### src/hdl/wmt_pkg.sv
// shared types and codes for the worker membership table
package wmt_pkg;
  typedef enum logic [1:0] {
    ST_OK        = 2'd0,
    ST_FULL      = 2'd1,
    ST_DUPLICATE = 2'd2,
    ST_NOT_FOUND = 2'd3
  } status_t;

  typedef enum logic [1:0] {
    HL_ONLINE   = 2'd0,
    HL_DRAINING = 2'd1,
    HL_OFFLINE  = 2'd2,
    HL_OTHER    = 2'd3
  } health_t;

  localparam logic MODE_REGISTER  = 1'b0;
  localparam logic MODE_HEARTBEAT = 1'b1;

  // command broadcast to every cell
  typedef struct packed {
    logic        req;
    logic        mode;
    logic [31:0] key;
    logic [1:0]  health;
    logic [47:0] stamp;
    logic [47:0] mem_total;
    logic [47:0] mem_reserved;
    logic [15:0] cores_total;
    logic [15:0] cores_reserved;
  } cmd_t;

  // what a cell hands to its right neighbor
  typedef struct packed {
    logic        hit;
    logic        revive;
    logic [47:0] mem_total;
    logic [47:0] mem_reserved;
    logic [15:0] cores_total;
    logic [15:0] cores_reserved;
  } chain_t;
endpackage

### src/hdl/wmt_cell.sv
// one table slot: key compare, entry storage and hit forwarding along the row
module wmt_cell (
  input  logic            clk,
  input  wmt_pkg::cmd_t   cmd,
  input  logic            slot_used,
  input  logic            wr_here,
  input  logic            commit,
  input  wmt_pkg::chain_t chain_in,
  output wmt_pkg::chain_t chain_out
);
  import wmt_pkg::*;

  logic [31:0] key_r;
  logic [1:0]  health_r;
  logic [47:0] seen_r;
  logic [47:0] mem_total_r;
  logic [47:0] mem_reserved_r;
  logic [15:0] cores_total_r;
  logic [15:0] cores_reserved_r;
  logic        match;

  assign match = slot_used && (key_r == cmd.key);

  // pass the first hit down the row, with this slot's data if it is the one
  always_comb begin
    chain_out = chain_in;
    if (!chain_in.hit && match) begin
      chain_out.hit            = 1'b1;
      chain_out.revive         = (health_r == HL_OFFLINE);
      chain_out.mem_total      = mem_total_r;
      chain_out.mem_reserved   = mem_reserved_r;
      chain_out.cores_total    = cores_total_r;
      chain_out.cores_reserved = cores_reserved_r;
    end
  end

  // entry update on registration or heartbeat
  always_ff @(posedge clk) begin
    if (commit && wr_here) begin
      key_r            <= cmd.key;
      health_r         <= cmd.health;
      seen_r           <= cmd.stamp;
      mem_total_r      <= cmd.mem_total;
      mem_reserved_r   <= cmd.mem_reserved;
      cores_total_r    <= cmd.cores_total;
      cores_reserved_r <= cmd.cores_reserved;
    end else if (commit && cmd.mode == MODE_HEARTBEAT && match && !chain_in.hit) begin
      seen_r <= cmd.stamp;
      if (health_r == HL_OFFLINE) health_r <= HL_ONLINE;
    end
  end
endmodule

### config.mk
export PLATFORM = sky130hd
export DESIGN_NAME = wmt_cell
export DESIGN_NICKNAME = d
export VERILOG_FILES = /design/src/hdl/wmt_pkg.sv /design/src/hdl/wmt_cell.sv
export SDC_FILE = /design/constraint.sdc
export NUM_CORES = 1
export LEC_CHECK = 0
export BUFFER_PORTS_ARGS = -buffer_cell sky130_fd_sc_hd__buf_2
export CAP_MARGIN = 20
export CELL_PAD_IN_SITES_DETAIL_PLACEMENT = 0
export CELL_PAD_IN_SITES_GLOBAL_PLACEMENT = 2
export CORE_AREA = 2 2 186 188
export CTS_CLUSTER_DIAMETER = 40
export CTS_CLUSTER_SIZE = 25
export DETAILED_ROUTE_END_ITERATION = 6
export DIE_AREA = 0 0 188 190
export PLACE_DENSITY_LB_ADDON = 0.1
export RECOVER_POWER = 100
export SYNTH_ARGS = -nofsm -noshare
export SYNTH_HDL_FRONTEND = slang
export SYNTH_SLANG_ARGS = --single-unit
### constraint.sdc
create_clock -name clk -period 6.7 [get_ports clk]
set_input_delay 1.34 -clock clk [delete_from_list [all_inputs] [get_ports clk]]
set_output_delay 1.34 -clock clk [all_outputs]
set_load 0.005 [all_outputs]
After elaboration in Yosys (flattened, before gate mapping) --
Index checks and enable logic that the tools add are counted.
Storage, ports and cells: output and inout bits 130, bits in registers 162, word-level logic and storage cells 22, input port bits 346
Operators by class: reduce and logical (&&, ||, !) cells 10, equality and inequality tests 2, multiplexer cells 4
Operator list (number):
- 130-bit two-way mux | 1
- 32-bit == test | 1
- 1-bit logical AND | 6
- 2-bit two-way mux | 3
- 2-bit nonzero test | 2
- 2-bit == test, second input constant | 1
- 2-bit AND reduction | 1
- 1-bit zero test | 1

Logic depth before layout (Yosys ltp) --
depth in word-level cells 6, mapped depth 7, gate-level depth less buffers 5

Least setup slack after synthesis --
Ideal clock, no wire load.
path type in2reg, start point input port wr_here, end point register health_r[0] (enable), buffers on the path 0, slack 0.910 ns, setup time 0.315 ns, arrival time 5.474 ns, data required time 6.385 ns, cell stages on the path 2, cells stage by stage and2_1 -> o21bai_1
Between the ends: word-level cells in the longest chain between the ends 3, elaborated cells on any way between the ends 4
RTL lines:
- from (decl) | line wmt_cell.sv:6 | input logic wr_here,
- 1-bit logical AND * | line wmt_cell.sv:39 | if (commit && wr_here) begin
- 2-bit nonzero test (no source line)
- 2-bit AND reduction (no source line) *
- to (signal assigned) | line wmt_cell.sv:41 | health_r <= cmd.health;
- to (decl) | line wmt_cell.sv:14 | logic [1:0] health_r;
Every way passes the cells marked *; elsewhere a longest branch is shown, timed or not. A chain may end at the register's enable or synchronous reset.

==> summary.txt <==
Logic synthesis
  • Synth async-reset ratio: 0%
  • Unique cell type count in the Yosys netlist: 25
  • Predominant post-synthesis flop cell: edfxtp_1
  • Syn Nets: 717
  • Post-synthesis cell area: 6860 sq um
  • Number of enable-type register cells in the synthesized netlist: 162
  • Number of standard cells after synthesis: 371
  • Synthesized area divided by synthesized cell count: 18.5 sq um
  • Flip-flop and latch count after synthesis: 162
  • Sequential area share after synthesis: 70.9%
  • Ys Warns: 0

Clocking
  • Max clock buf depth: 2
  • Count of hold buffers inserted by post-cts repair: 0
  • TritonCTS sink count: 162
  • Number of buffers added by the clock tree synthesis step: 17
  • Buffer type at the clock tree root: clkbuf_16
  • CTS H-tree lvls: 4
  • Gates resized, CTS repair: 0
  • Clk_lat worst skew: 0.44 ns
  • Clock tree from TritonCTS: done
  • Number of buffers inserted by post-CTS setup repair: 0
  • CTS clk-pin slew, worst paths: 0.06 ns

Critical path
  • Worst-path maximum fanout: 54
  • Worst setup EP type: output port
  • Launching element type of the critical path: primary input
  • Crit path DAT: 4.22 ns
  • Worst setup path class: in2out
  • Critical path required time: 5.36 ns

Detailed routing
  • DRT antenna net count: 0
  • First-iteration detailed-routing DRC count: 123
  • Routed wire length: 21,300 microns
  • Via Count: 4,844
  • Vias per cell: 3.80
  • Remaining routing DRC violations: 0
  • First-pass iteration count of the detailed router: 4
  • Routed wire per std cell: 16.7 microns

GRT
  • Initial antenna violation count: 5
  • First-pass GRT wire length: 31,000 microns
  • GRT Total Usage: 11.7%
  • Via count of the first global-routing pass: 5,118
  • Total overflow reported by the global router: 0
  • Maximum number of pins on one net before global-route repair: 93

Job
  • Number of max-cap violations: 1

Timing
  • RSZ-0062 raised after global routing: false
  • Clock Skew: 0.00504 ns
  • Final setup violation count: 0
  • Final min period: 5.56 ns
  • Slew Viols, Final: 102
  • Accumulated negative setup slack: 0 ns
  • Max Fclk: 180 MHz
  • Setup WS post-layout: 1.14 ns
  • Pin slew with the least headroom to its limit: 4.65 ns
  • Fin crit share: 83.0%
  • Relative max-transition margin: -210%
  • Hold Fails Final Rpt: 0

Placed design
  • RePlAce Congestion: 0.814
  • Worst slack at placement: 1.56 ns
  • Number of buffers added on ports: 426
  • DPL Wire Length: 16,400 microns

Floorplanning
  • Effective utilization at floorplan: 20.2%
  • Num rows: 68
  • Io pins: 476
  • Die Width: 188 microns
  • Die height: 190 microns
  • CORE AREA: 33,900 sq um
  • Die Outline Area: 35,700 sq um

Power
  • Leakage component of the power: 3.84 nW
  • Pwr Density: 234 nW/um^2
  • Worst ir drop on vdd: 0.000158 V

Cells and area
  • Area grow syn2layout: 44.5%
  • Share of cells above drive strength 1: 45.1%
  • Number of nets at the end of the flow: 1,152
  • Layout filler cell count: 3,563

Outcome
  • Violated checks: max-capacitance violations, max-slew violations
  • Status: finished, violations left

Min path
  • Min-Delay Path Class: reg2reg
-- cells in the final DEF, fill, tap and decap left out --
cell / synthesis / layout
buf_2: 11 / 309
edfxtp_1: 162 / 162
clkbuf_1: 1 / 116
mux2_1: 99 / 99
mux2_2: 30 / 30
xnor2_1: 18 / 18
clkbuf_16: 0 / 17
nor2b_1: 10 / 10
nand2b_1: 8 / 8
clkinv_1: 1 / 5
nand4_1: 4 / 4
clkinv_2: 0 / 4
diode_2: 0 / 3
nand3_1: 3 / 3
a2111o_1: 3 / 3
inv_1: 3 / 3
nor4_1: 2 / 3
clkinvlp_4: 0 / 3
nor3_1: 2 / 2
xor2_1: 2 / 2
o2111ai_1: 2 / 2
and3_1: 2 / 2
buf_1: 2 / 2
buf_4: 0 / 2
nand2_1: 1 / 1
o221ai_1: 1 / 1
and2_0: 0 / 1
o21bai_1: 1 / 1
a41o_1: 1 / 1
bufinv_16: 0 / 1
clkinv_4: 0 / 1
clkbuf_2: 0 / 1
buf_12: 0 / 1
-- critical path, cell delays in order --
cell,delay [ns]
clkbuf_1,0.10
nor2b_1,0.13
a2111o_1,0.39
nor4_1,0.40
nand4_1,0.19
clkbuf_2,0.79
mux2_1,0.64
clkbuf_1,0.14
-- per-layer routing --
layer,share of wire (%),routed length [microns],vias to the layer above,global-route usage (%)
met5,0.25,54,-,0
met4,1.3,273,8,3.91
met3,10,2220,23,5.39
met2,50,10700,258,20.5
met1,38,7990,2234,12.4
li1,-,-,2321,-
-- logic make-up (layout without fill, tap and decap cells) --
group,count (synthesis),after routing,share of synthesized area [%]
mux,129,129,21.2
xor+xnor,20,20,2.55
buf+inv,18,465,1.19
flops,162,162,70.9
compound gates,8,8,1.13
simple gates,34,34,3.06
other cells,0,3,0
-- area by class of cell --
class / count / area (sq um) / area share [%]
antenna: 3 / 7.51 / 0.0757
clock buffer: 18 / 429 / 4.33
clock inverter: 13 / 96.3 / 0.971
inverter: 4 / 15.0 / 0.151
multi-input combinational: 191 / 1910 / 19.3
sequential: 162 / 4860 / 49.1
tap: 455 / 569 / 5.74
timing repair buffer: 430 / 2030 / 20.4
-- path summary, 6_finish.rpt --
| path | startpoint | to | slack [ns] | cells past startpoint |
|---|---|---|---|---|
| worst max register to register | key_r[3]$_DFFE_PP_ | health_r[0]$_SDFFCE_PN0P_ | 3.56 | 6 |
| worst min register to register | health_r[0]$_SDFFCE_PN0P_ | health_r[1]$_SDFFCE_PN0P_ | 0.71 | 3 |
| worst max-delay path | cmd[194] | chain_out[76] | 1.14 | 8 |
| worst min-delay path | health_r[0]$_SDFFCE_PN0P_ | health_r[1]$_SDFFCE_PN0P_ | 0.71 | 3 |
-- cell usage after synthesis, types with 2 or more instances --
cell       instances  share of area (%)
nand3_1            3               0.22
nor2b_1           10               0.91
nor3_1             2               0.15
buf_2             11               0.80
xnor2_1           18                2.3
o2111ai_1          2               0.26
xor2_1             2               0.26
mux2_2            30                4.9
buf_1              2               0.11
inv_1              3               0.16
nand4_1            4               0.36
nand2b_1           8               0.73
mux2_1            99                 16
a2111o_1           3               0.49
nor4_1             2               0.18
and3_1             2               0.18
edfxtp_1         162                 71
-- flip-flops by register name, summed over array words and instances, names as in the netlist --
register and cells:
health_r 2, key_r 32, cores_reserved_r 16, cores_total_r 16, mem_reserved_r 48, mem_total_r 48
-- stage by stage --
step / power [mW] / util (%) / hold WS (ns) / area (sq um) / std cells
after global placement: 1.45 / 28.1 / 0.686 / 9540 / 1242
final: 2.32 / 29.2 / 0.709 / 9920 / 1276
after global routing: 2.43 / 29.2 / 0.749 / 9910 / 1273
after floorplan: 1.31 / - / 0.660 / 6860 / 371
after detailed placement: 1.45 / 28.1 / 0.704 / 9540 / 1242
after CTS: 2.37 / 29.7 / 0.719 / 10100 / 1273
-- power breakdown --
group | switching [mW] | total, mW | internal, mW
registers | 0.0175 | 1.21 | 1.19
logic | 0.0906 | 0.206 | 0.115
clock network | 0.399 | 0.900 | 0.500
Power figures use the tool's default switching activity.
