### config.mk
export PLATFORM = sky130hd
export DESIGN_NAME = wmt_ctrl
export DESIGN_NICKNAME = d
export VERILOG_FILES = /design/src/hdl/wmt_pkg.sv /design/src/hdl/wmt_ctrl.sv
export SDC_FILE = /design/constraint.sdc
export NUM_CORES = 1
export LEC_CHECK = 0
export ABC_AREA = 1
export BUFFER_PORTS_ARGS = -buffer_cell sky130_fd_sc_hd__buf_2
export CORE_ASPECT_RATIO = 1.25
export CORE_MARGIN = 1.5
export CORE_UTILIZATION = 30
export DETAILED_ROUTE_END_ITERATION = 16
export PLACE_DENSITY_LB_ADDON = 0.08
export SYNTH_ARGS = -nofsm -noshare
export SYNTH_HDL_FRONTEND = slang
export SYNTH_SLANG_ARGS = --single-unit
### constraint.sdc
create_clock -name clk -period 3.9 [get_ports clk]
set_input_delay 0.585 -clock clk [delete_from_list [all_inputs] [get_ports clk]]
set_output_delay 0.585 -clock clk [all_outputs]
set_load 0.01 [all_outputs]
### src/hdl/wmt_pkg.sv
// shared types and codes for the worker membership table
package wmt_pkg;
  typedef enum logic [1:0] {
    ST_OK        = 2'd0,
    ST_FULL      = 2'd1,
    ST_DUPLICATE = 2'd2,
    ST_NOT_FOUND = 2'd3
  } status_t;

  typedef enum logic [1:0] {
    HL_ONLINE   = 2'd0,
    HL_DRAINING = 2'd1,
    HL_OFFLINE  = 2'd2,
    HL_OTHER    = 2'd3
  } health_t;

  localparam logic MODE_REGISTER  = 1'b0;
  localparam logic MODE_HEARTBEAT = 1'b1;

  // command broadcast to every cell
  typedef struct packed {
    logic        req;
    logic        mode;
    logic [31:0] key;
    logic [1:0]  health;
    logic [47:0] stamp;
    logic [47:0] mem_total;
    logic [47:0] mem_reserved;
    logic [15:0] cores_total;
    logic [15:0] cores_reserved;
  } cmd_t;

  // what a cell hands to its right neighbor
  typedef struct packed {
    logic        hit;
    logic        revive;
    logic [47:0] mem_total;
    logic [47:0] mem_reserved;
    logic [15:0] cores_total;
    logic [15:0] cores_reserved;
  } chain_t;
endpackage

### src/hdl/wmt_ctrl.sv
// fill count, running sums, generation and result register
module wmt_ctrl #(
  parameter int MAX_ENTRIES = 32
) (
  input  logic            clk,
  input  logic            rst_n,
  input  wmt_pkg::cmd_t   cmd,
  input  wmt_pkg::chain_t chain_end,
  output logic [$clog2(MAX_ENTRIES+1)-1:0] fill,
  output logic            commit,
  output logic            out_valid,
  output logic [1:0]      out_status_code,
  output logic [52:0]     out_sum_mem_total,
  output logic [52:0]     out_sum_mem_reserved,
  output logic [20:0]     out_sum_cores_total,
  output logic [20:0]     out_sum_cores_reserved,
  output logic [5:0]      out_live_count,
  output logic            out_cluster_mode,
  output logic [31:0]     out_generation
);
  import wmt_pkg::*;
  localparam int FW = $clog2(MAX_ENTRIES+1);

  logic [FW-1:0] fill_r;
  logic          oper_r;
  logic [31:0]   gen_r;
  logic [52:0]   mt_r, mr_r;
  logic [20:0]   ct_r, cr_r;
  logic [5:0]    live_r;
  logic          valid_r;
  logic [1:0]    stat_r;
  status_t       status;
  logic          add;
  logic [47:0]   a_mt, a_mr;
  logic [15:0]   a_ct, a_cr;

  assign fill = fill_r;

  // decide outcome
  always_comb begin
    status = ST_OK;
    add  = 1'b0;
    a_mt = cmd.mem_total;
    a_mr = cmd.mem_reserved;
    a_ct = cmd.cores_total;
    a_cr = cmd.cores_reserved;
    if (cmd.mode == MODE_REGISTER) begin
      if (fill_r == FW'(MAX_ENTRIES)) status = ST_FULL;
      else if (chain_end.hit) status = ST_DUPLICATE;
      else add = (cmd.health == HL_ONLINE) || (cmd.health == HL_DRAINING);
    end else begin
      if (!chain_end.hit) status = ST_NOT_FOUND;
      else add = chain_end.revive;
      a_mt = chain_end.mem_total;
      a_mr = chain_end.mem_reserved;
      a_ct = chain_end.cores_total;
      a_cr = chain_end.cores_reserved;
    end
  end

  assign commit = cmd.req && (status == ST_OK);

  // state and result registers
  always_ff @(posedge clk) begin
    if (!rst_n) begin
      fill_r <= '0; oper_r <= 1'b0; gen_r <= 32'd1;
      mt_r <= '0; mr_r <= '0; ct_r <= '0; cr_r <= '0; live_r <= '0;
      valid_r <= 1'b0; stat_r <= ST_OK;
    end else begin
      valid_r <= cmd.req;
      if (cmd.req) stat_r <= status;
      if (commit) begin
        gen_r <= gen_r + 32'd1;
        if (cmd.mode == MODE_REGISTER) begin
          fill_r <= fill_r + FW'(1);
          oper_r <= 1'b1;
        end
        if (add) begin
          mt_r   <= mt_r + {5'd0, a_mt};
          mr_r   <= mr_r + {5'd0, a_mr};
          ct_r   <= ct_r + {5'd0, a_ct};
          cr_r   <= cr_r + {5'd0, a_cr};
          live_r <= live_r + 6'd1;
        end
      end
    end
  end

  assign out_valid              = valid_r;
  assign out_status_code        = stat_r;
  assign out_sum_mem_total      = mt_r;
  assign out_sum_mem_reserved   = mr_r;
  assign out_sum_cores_total    = ct_r;
  assign out_sum_cores_reserved = cr_r;
  assign out_live_count         = live_r;
  assign out_cluster_mode       = oper_r;
  assign out_generation         = gen_r;
endmodule

### After elaboration in Yosys (flattened, before gate mapping)

Cells that the tools add are included.

| operators by class | value |
|---|---|
| equality and inequality tests | 2 |
| mux-type cells | 12 |
| bitwise logic cells | 1 |
| reductions and logical operators | 6 |
| add/subtract/negate cells | 7 |

Operator list:

| operator | number |
|---|---|
| adder 53 x 48 -> 53 bit | 2 |
| two-way mux 48 bit | 2 |
| adder 21 x 16 -> 21 bit | 2 |
| adder 32 x 1 -> 32 bit, second input constant | 1 |
| two-way mux 16 bit | 2 |
| adder 6 x 1 -> 6 bit, second input constant | 2 |
| two-way mux 2 bit | 4 |
| equality test 6 bit, second input constant | 1 |
| zero test 2 bit | 2 |
| two-way mux 1 bit | 4 |
| AND reduction 2 bit | 2 |
| equality test 2 x 1 -> 1 bit, second input constant | 1 |
| logical AND 1 bit | 1 |
| logical OR 1 bit | 1 |
| NOT 1 bit | 1 |

| storage, ports and cells | value |
|---|---|
| output and inout bits | 197 |
| logic and storage cells | 38 |
| bits in registers | 196 |
| input port bits | 344 |

### Depth between registers and ports, before layout

| depth | value |
|---|---|
| depth in word-level cells | 6 |
| mapped depth | 20 |
| depth with buffers taken out | 18 |

### Least setup slack after synthesis

Ideal clock, no wire load.

| path | value |
|---|---|
| kind | input port to flip-flop |
| from | in cmd[210] (netlist name) |
| to | reg mr_r[48], in the netlist out_sum_mem_reserved[48] |
| buffers on the path | 2 |
| required time | 3.785 ns |
| setup time | 0.115 ns |
| arrival time | 2.647 ns |
| stages on the path | 18 |
| slack | 1.138 ns |
| cells stage by stage | inv_2 clkbuf_1 clkbuf_1 nand2_1 nand2_1 ha_1 fa_1 nand3_1 nand3_1 nand2_1 nand2_1 nand2_1 nand2_1 nand2_1 nand3_1 nand3_1 nand2_1 nor2_1 |

| between the ends | value |
|---|---|
| word-level cells in the longest chain between the ends | 4 |
| elaborated cells on any way between the ends | 7 |
| those cells by class | add/sub: 1; mux: 3; reduce/logical: 3 |

RTL lines:

| what | RTL line | text |
|---|---|---|
| start, declared | wmt_ctrl.sv:7 | `input wmt_pkg::cmd_t cmd,` |
| parallel branches: the longest is 4 deep, another holds adder 53 x 48 -> 53 bit | -- |  |
| end signal, assigned | wmt_ctrl.sv:80 | `mr_r <= mr_r + {5'd0, a_mr};` |
| end, declared | wmt_ctrl.sv:27 | `logic [52:0] mt_r, mr_r;` |

Several ways; the timed one is not identified.
A chain may end at the register's enable or synchronous reset.

### Worst setup path in the final report

| path | value |
|---|---|
| from | in cmd[210] (netlist name) |
| to | reg mr_r[52], in the netlist out_sum_mem_reserved[52] |

Same word-level chain as after synthesis.

==> impl_metrics.env <==
export IMPL_path_buf_inv=5
export IMPL_yosysSeqAreaShare_pct=19.7
export IMPL_synthMuxAreaShare_pct=0
export IMPL_area_growth_pct=19.3
export IMPL_placed_cell_area_um2=23200
export IMPL_post_synth_fa_ha_maj_area_fraction_pct=8.68
export IMPL_p_leak_nw=13.9
export IMPL_period_share_pct=76.6
export IMPL_power_switching_mw=2.27
export IMPL_clock_skew_ns=0.0185
export IMPL_grt_max_degree=71
export IMPL_final_util_pct=36.2
export IMPL_cpMostUsedCell="nand2_1"
export IMPL_fin_ws_ns=0.914
export IMPL_avgSynthCellArea_um2=5.33
export IMPL_slew_headroom_pct=45.3
export IMPL_maxSlewViolCount=0
export IMPL_drt_total_wl_mm=79.9
export IMPL_endpoint_kind="flip-flop"
export IMPL_dieHeight_um=291
export IMPL_synth_seq_cells=196
export IMPL_worstSetupPathType="in -> reg"
export IMPL_pwr_share_clk_pct=32.4
export IMPL_place_inst=4991
export IMPL_viasPerCell=4.56
export IMPL_drcViolationCount=0
export IMPL_synth_compound_area_share_pct=9.31
export IMPL_yosys_area_share_simple_pct=45.1
export IMPL_cts_sinks=196
export IMPL_routed_via_count=22900
export IMPL_crit_slowest_cell="nor2_1"
export IMPL_cts_htree_levels=4
export IMPL_pre_cts_ws_ns=0.383
export IMPL_hold_buffers=0
export IMPL_grt_overflow=0
export IMPL_post_cts_repair_setup_buffers=0
export IMPL_dr_pass1_iters=7
export IMPL_hold_violations=0
export IMPL_finalSetupViolCount=0
export IMPL_cts_resized=0
export IMPL_p_int_mw=3.71
export IMPL_p_seq_share_pct=36.0
export IMPL_cp_top_family="simple AND/OR/NAND/NOR gates"
export IMPL_numCtsBuffers=17
export IMPL_critPathMaxFanout=24
export IMPL_grtUsageTotal_pct=23.4
export IMPL_fin_nets=4634
export IMPL_fin_setup_tns_ns=0
export IMPL_switching_share_pct=37.9
export IMPL_synth_area_um2=19900
export IMPL_ys_types=36
export IMPL_num_rows=105
export IMPL_rsz0062_at_grt="no"
export IMPL_final_common_cell="nand2_1"
export IMPL_die_x_um=234
export IMPL_vdd_ir_drop_max_uv=349
export IMPL_clock_path_buffers=2
export IMPL_clkTransAtPathRegs_ns=0.08
export IMPL_antenna_found_initial=0
export IMPL_avgRoutedWirePerCell_um=15.9
export IMPL_pin_count=541
export IMPL_hold_class="in -> reg"
export IMPL_crit_required_ns=4.34
export IMPL_start_util_pct=30.4
export IMPL_grt_pass1_vias=22100
export IMPL_final_cell_mix="1509 x nand2_1, 614 x inv_1, 457 x buf_2"
export IMPL_numPortBuffers=459
export IMPL_synthCells=3740
export IMPL_root_buffer="clkbuf_16"
export IMPL_hold_worst_slack_ns=0.420
export IMPL_worst_pin_slew_ns=0.820
export IMPL_power_density_nw_per_um2=251
export IMPL_ant_nets=0
export IMPL_fin_cells=5022
export IMPL_dp_hpwl_mm=66.1
export IMPL_p_total_mw=5.97
export IMPL_clk_latency_ns=0.51
export IMPL_crit_chain="buf_4 -> inv_4 -> buf_12 -> buf_4 -> nand2_1 -> nand2_1 -> ha_1 -> nand2_1 -> inv_1 -> nand2_1 -> nor2_1 -> nand4_1 -> nand3_1 -> nand2_1 -> nand2_1 -> nand2_1 -> nand2_1 -> nand2_1 -> nor2_1"
export IMPL_fmax_ghz=0.335
export IMPL_syn_num_nets=4220
export IMPL_synth_xor_area_share_pct=3.69
export IMPL_dieArea_um2=68100
export IMPL_worstSetupStartpointType="input port"
export IMPL_final_cell_area_um2=23800
export IMPL_synth_top_family_by_area="simple AND/OR/NAND/NOR gates"
export IMPL_status="finished clean"
export IMPL_slowest_delay_ns=0.33
export IMPL_grt_first_pass_wirelength_mm=123
export IMPL_cp_arrival_ns=3.43
export IMPL_maxCapViolations=0
export IMPL_cts_tree="done"
export IMPL_drive_gt1_share_pct=12.6
export IMPL_drt_initial_drc_count=1024
export IMPL_yosysWarnings=0
export IMPL_pwr_share_comb_pct=31.6
export IMPL_period_needed_ns=2.99
export IMPL_coreArea_um2=65700
export IMPL_insertedDiodeCount=0
export IMPL_gp_congestion=0.924
## registers in the layout, indices dropped and copies added, names as in the netlist
signal                  flops
out_sum_cores_total        21
out_sum_mem_reserved       53
fill                        6
out_sum_cores_reserved     21
out_live_count              6
out_status_code             2
out_valid                   1
out_cluster_mode            1
out_generation             32
out_sum_mem_total          53
## worst paths after layout
check	start	endpoint	slack, ns	cells past startpoint
setup / recovery	cmd[210]	out_sum_mem_reserved[52]$_SDFFE_PN0P_	0.91	19
hold / removal	cmd[211]	out_valid$_SDFF_PN0_	0.42	3
setup reg to reg	out_sum_mem_reserved[0]$_SDFFE_PN0P_	out_sum_mem_reserved[48]$_SDFFE_PN0P_	1.37	12
hold reg to reg	out_cluster_mode$_SDFFE_PN0P_	out_cluster_mode$_SDFFE_PN0P_	0.46	2
## synthesized netlist by cell type (all sizes together)
cell       n  area (um^2)
a21o       9         67.6
nand4     42          263
nor3b      1         7.51
nor3      38          190
and3       1         6.26
clkbuf    48          180
o211ai    10         75.1
nor4       5         31.3
a31oi      3         18.8
nor2     454         1710
fa         4         80.1
dfxtp    196         3920
a21boi     3         22.5
o21a       6         45.0
clkinv     1         3.75
ha       132         1650
nand2   1511         5680
xor2      26          228
and2       5         31.3
inv      617         2320
a211oi     1         7.51
a21oi    192          961
buf       40          211
nand3b     4         30.0
o21bai    12         90.1
nand3    206         1030
xnor2     58          508
nand2b     1         6.26
o21ai    114          571
## metal layers
layer / part of all wire, % / global-route usage [%] / up-vias
li1: - / - / 12300
met1: 43 / 27.2 / 10100
met2: 51 / 43.5 / 442
met3: 3.2 / 3.14 / 86
met4: 2.7 / 7.54 / 0
met5: 0 / 0 / -
## power groups by stage
stage                     logic (mW)  clock network [mW]  registers [mW]
final                           1.89                1.94            2.15
after global routing            2.14                2.08            2.16
after CTS                       1.91                2.03            2.15
after detailed placement        1.90                   0            2.20
after global placement          1.90                   0            2.20
after floorplan                 1.19                   0            2.22
## tightest hold or removal path: cells and delay by family
| family | cells | cell delay, ns |
|---|---|---|
| buf+inv | 2 | 0.21 |
| simple gates | 1 | 0.11 |
## cell type report
type	instances	area (um^2)
Clock buffer	17	425
Clock inverter	14	169
Fill cell	7710	41900
Inverter	618	2330
Multi-Input combinational cell	2838	13300
Sequential cell	196	3920
Tap cell	856	1070
Timing Repair Buffer	483	2570
## cells by family after synthesis
kind of cell / count (synthesis)
compound gates: 350
xor+xnor: 84
fa+ha+maj: 136
buf+inv: 706
flops: 196
simple gates: 2268
No activity file was read; power rests on OpenSTA's default activity.
